**src/rtl/core/tdec_ram.sv**
```systemverilog
// ----------------------------------------------------------------------------
// tdec_ram
// Simple dual-port RAM: one write port, one read port, registered read data.
// ----------------------------------------------------------------------------
module tdec_ram #(
   parameter int WIDTH = 64,
   parameter int DEPTH = 64
) (
   input  logic                                     clock,
   input  logic                                     wr_en,
   input  logic [((DEPTH > 1) ? $clog2(DEPTH) : 1)-1:0] wr_addr,
   input  logic [WIDTH-1:0]                         wr_data,
   input  logic                                     rd_en,
   input  logic [((DEPTH > 1) ? $clog2(DEPTH) : 1)-1:0] rd_addr,
   output logic [WIDTH-1:0]                         rd_data
);

   logic [WIDTH-1:0] mem_ff [DEPTH];
   logic [WIDTH-1:0] rd_data_ff;

   always_ff @(posedge clock) begin
      if (wr_en) begin
         mem_ff[wr_addr] <= wr_data;
      end
      if (rd_en) begin
         rd_data_ff <= mem_ff[rd_addr];
      end
   end

   assign rd_data = rd_data_ff;

endmodule

```
**config.mk**
```make
export PLATFORM = sky130hd
export DESIGN_NAME = tdec_ram
export DESIGN_NICKNAME = d
export VERILOG_FILES = /design/src/rtl/core/tdec_ram.sv
export SDC_FILE = /design/constraint.sdc
export NUM_CORES = 2
export LEC_CHECK = 0
export BUFFER_PORTS_ARGS = -buffer_cell sky130_fd_sc_hd__buf_4
export CAP_MARGIN = 25
export CORE_ASPECT_RATIO = 1.2
export CORE_MARGIN = 1.5
export CORE_UTILIZATION = 53
export CTS_BUF_LIST = sky130_fd_sc_hd__clkbuf_4 sky130_fd_sc_hd__clkbuf_8
export CTS_CLUSTER_DIAMETER = 40
export CTS_CLUSTER_SIZE = 28
export DETAILED_ROUTE_END_ITERATION = 12
export PLACE_DENSITY = 0.69
export SLEW_MARGIN = 30
export SYNTH_ARGS = -nofsm -noshare
export SYNTH_HDL_FRONTEND = slang
export SYNTH_SLANG_ARGS = --single-unit
```
**constraint.sdc**
```tcl
create_clock -name clock -period 6.8 [get_ports clock]
set_input_delay 0.34 -clock clock [delete_from_list [all_inputs] [get_ports clock]]
set_output_delay 0.34 -clock clock [all_outputs]
set_load 0.05 [all_outputs]
```
# After elaboration in Yosys (flattened, before gate mapping)
# Memory sizes are Yosys's and may differ from the RTL's. A register that Yosys moved wholly into a read port is not among the register bits.
# Index checks and enable logic that the tools add are counted.
[totals]
reg_bits = 0
mem_bits_rw = 4096
input_bits = 79
out_inout_bits = 64
n_memories = 1
[memory_table]
columns = ["memory", "depth", "word_bits", "rd", "rd_clocked_by_memory_dff", "write_ports", "line_no", "text"]
rows = [
  ["mem_ff", 64, 64, 1, 1, 1, "18", "logic [WIDTH-1:0] mem_ff [DEPTH];"],
]
[classes]
mux = 2
[ops]
columns = ["cell", "count"]
rows = [
  ["$mux W1", 2],
]

# Logic depth before layout (Yosys ltp)
[logic_depth]
depth_word = 2
depth_mapped = 9
mapped_depth_nobuf = 5

# Worst setup path after synthesis
# No wires, ideal clock.
[synth_path]
path_kind = "input-to-reg"
from = "input wr_addr[3] (netlist name)"
to = "memory mem_ff[48][0] (enable)"
t_arrival_ns = 5.212
t_required_ns = 6.236
setup_slack_ns = 1.024
path_stages = 4
n_path_buf = 1
cell_sequence = "clkbuf_1 nor2b_1 nand4b_1 nor3_1"
[synth_lines]
columns = ["item", "line_no", "text"]
rows = [
  ["start, declared", "11", "input logic [((DEPTH > 1) ? $clog2(DEPTH) : 1)-1:0] wr_addr,"],
  ["end, declared", "18", ""],
]
# No word-level cell before the write port.

# Worst setup path in the final report
[layout_path]
from = "input wr_addr[0] (netlist name)"
to = "memory mem_ff[16][19] (enable)"
# No word-level cell before the write port.

==> metrics.md <==
| Metric | Value |
|---|---|
| Global placement routability congestion | 0.7979 |
| Gr usage total | 0.2720 |
| Post-synthesis cell area | 0.1570 mm2 |
| Number of synthesized flops with an enable pin | between 4k and 5k |
| PwrDens | between 200 and 300 mW/mm2 |
| Yosys reg bits | 4160 |
| Clock Tree Buf Depth | 4 |
| Detailed placement HPWL | 221.3 mm |
| Vias in the first global route | roughly 76k |
| # IOs | about 140 |
| Clock skew | around 90 ps |
| WS Path Type | input port to flip-flop |
| CTS H-tree lvls | 5 |
| Commonest cells in the synthesized netlist | edfxtp_1 (4160), mux4_2 (1024), buf_2 (170) |
| DRC | 0 |
| DR WL/cell | between 30 and 40 um |
| DRT iter0 DRCs | between 9k and 10k |
| RSZ-0062 raised after global routing | false |
| Reg2Reg Setup Slack | about 4500 ps |
| Min-Delay Endpoint | mem_ff[53][18]$_DFFE_PP_ |
| Layout Utilization | 0.5930 |
| Place WS | approximately 2900 ps |
| Critical Path RT | 7460 ps |
| TNS Setup | 0 ps |
| CTS buffer count | ~420 |
| Worst path slowest cell | buf_4 |
| Fin cells | about 11k |
| Worst hold path cell count | 3 |
| Number of detailed-route iterations in the first pass | 6 |
| Syn avg cell area | ~24 um2 |
| Fin worst setup slack | approximately 3700 ps |
| Critical path arrival | ~3700 ps |
| Final Hold Vio Count | 0 |
| Die height | roughly 600 um |
| Multi-input gate area | roughly 0.03 mm2 |
| Synth warnings | 0 |
| Fill cells | 19.92k |
| Root Buffer | clkbuf_8 |
| Worst path most repeated cell | buf_4 |
| Leak | between 50 and 60 nW |
| Placed Instances | approximately 10k |
| Antenna viol nets, final | 0 |
| # setup viols final | 0 |
| Worst-path clk slew | 110 ps |
| Main synth FF type | edfxtp_1 |
| Synth unique cells | 32 |
| Area growth, synth to finish | 11.17% |
| Reg-to-reg endpoint | rd_data[1]$_DFFE_PP_ |
| Status | finished, final reports clean |
| HP Start | wr_addr[5] |
| Crit start category | input port |
| Worst IR Drop VDD | around 250 uV |
| Final wirelength | ~410 mm |
| Area share of the leading cell type in the synthesized netlist | 0.7957 |
| Worst-Skew Late Latency | 1080 ps |
| Post-synth ARST share | 0 |
| Area leader, netlist | edfxtp_1 |
| Largest net degree at the start of global routing | 132 |
| Cells along the critical path | dlygate4sd3_1 -> buf_4 -> nor2b_1 -> nand2_1 -> nor2_4 -> buf_4 -> buf_4 |
| Worst r2r path cells | 6 |
| Clock Sinks | 4160 |
| FF+latch area | approximately 0.12 mm2 |
| Most numerous cell in the Yosys netlist | edfxtp_1 |
| Final Total Pwr | 0.04870 W |
| IO Port Bufs | between 100 and 150 |
| Core area | around 0.29 mm2 |
| Die width | around 500 um |
| Post-synth net total | approximately 6.7k |
| Initial core utilization | 0.5334 |
| Crit path time final | ~3000 ps |
| Vias | about 75k |
| Drt via density | 6.663 |
| Ranking of synthesized cells by area | edfxtp_1 (80%), mux4_2 (15%), mux2i_1 (0.86%), a22oi_1 (0.80%), buf_2 (0.54%) |
| Initial antenna violation count | 20 |
| Final Max Slew Viols | 0 |
| Total Nets Final | 7161 |
| Critical R2R Launch | mem_ff[63][1]$_DFFE_PP_ |
| Nature of the critical path endpoint | flip-flop |
| Slew Limit Headroom | 0.2628 |
| Critical Path Max Stage Delay | 870 ps |
| Row count | approximately 220 |
| Layout cells sized above 1 | 0.3033 |
| Max-cap violations | 0 |
| CTS tree | built |
| Die Area | between 0.2 and 0.3 mm2 |
| Sequential area share after synthesis | 0.7957 |
| Max Freq | about 320 MHz |
| First-pass GRT wire length | around 570 mm |
| Worst-Margin Slew | between 1000 and 1500 ps |
| Worst min-delay path class | input port to flip-flop |
| Post-synthesis cell count | about 6.6k |
| Final cycle utilization of the critical path | 0.4526 |
| Crit path max fanout | 34 |
| Grt ovf | 0 |
==> layout by cell type, fill, tap and decap left out, types with 24 or more instances in the layout <==
master         instances
a211oi_1              63
a22o_1                88
a22oi_1              168
a41oi_1               26
and3_1                64
buf_12                29
buf_4                306
bufinv_16             32
clkbuf_8             424
clkinv_2              26
clkinv_4              40
clkinv_8              29
clkinvlp_4            48
dlygate4sd3_1         71
edfxtp_1            4160
inv_6                 85
inv_8                 61
mux2i_1              135
mux4_2              1024
nand2_1               55
nand3_1               45
nor2_1                47
nor2_4                65
nor2b_1               24
o221ai_1              38
o22ai_1               83
or2_2                 28
or3_1                 29
==> how the worst max path moves through the flow <==
stage                    start                  endpoint  slack (ps)  depth (start not counted)
floorplan           wr_addr[3]   mem_ff[48][0]$_DFFE_PP_        1020                          4
global placement    rd_addr[2]     rd_data[47]$_DFFE_PP_        2890                          8
detailed placement  rd_addr[1]     rd_data[50]$_DFFE_PP_        2880                          7
CTS                      wr_en  mem_ff[16][46]$_DFFE_PP_        3800                          7
global route             wr_en  mem_ff[16][19]$_DFFE_PP_        3680                          7
finish              wr_addr[0]  mem_ff[16][19]$_DFFE_PP_        3720                          7
==> registers in the layout, summed over array words and instances, names as in the netlist <==
| signal | count |
|---|---|
| rd_data | 64 |
| mem_ff | 4096 |
==> power by group <==
group          internal [W]  switching (W)
logic              0.000927        0.00161
registers            0.0284      0.0000900
clock network       0.00783        0.00984
total                0.0372         0.0115
==> layer usage <==
| layer | GRT usage | wire (um) | vias to the layer above |
|---|---|---|---|
| met4 | 0.09152 | 14830 | 10 |
| met5 | 0 | 65 | - |
| met3 | 0.04443 | 37100 | 740 |
| li1 | - | - | 29540 |
| met2 | 0.4655 | 208500 | 4226 |
| met1 | 0.3577 | 145900 | 40790 |
==> critical path: cells and delay by family <==
kind	cells	cell delay, ps
simple gates	3	920
buf+inv	4	2400
==> final cells by class <==
type,instances,share of cell area
Inverter,19,0.0004087
Clock inverter,342,0.02182
Multi-Input combinational cell,2049,0.1764
Tap cell,3850,0.02760
Antenna cell,9,0.0001290
Sequential cell,4160,0.7158
Clock buffer,441,0.03417
Timing Repair Buffer,433,0.02367
==> metrics by stage <==
| step | instance area [um2] | hold WS, ps |
|---|---|---|
| after detailed placement | 163900 | 708.1 |
| after global routing | 174500 | 97.99 |
| after floorplan | 157000 | 438.9 |
| final | 174500 | 119.2 |
| after CTS | 174400 | 66.10 |
| after global placement | 163500 | 695.6 |
==> cell families (layout without fill, tap and decap cells) <==
group | after synthesis | count (layout) | synth area share
DFF | 4160 | 4160 | 0.7957
muxes | 1159 | 1159 | 0.1555
AOI/OAI and AO/OA | 504 | 504 | 0.02467
buffers and inverters | 389 | 1235 | 0.01176
and+or+nand+nor | 386 | 386 | 0.01235
other | 0 | 9 | 0
==> what timing repair did <==
item,in CTS,in global routing
buffers inserted,0,0
endpoints found under the hold margin,4213,0
hold buffers,71,0
gates resized for setup,0,0
No activity file was read; power rests on OpenSTA's default activity.
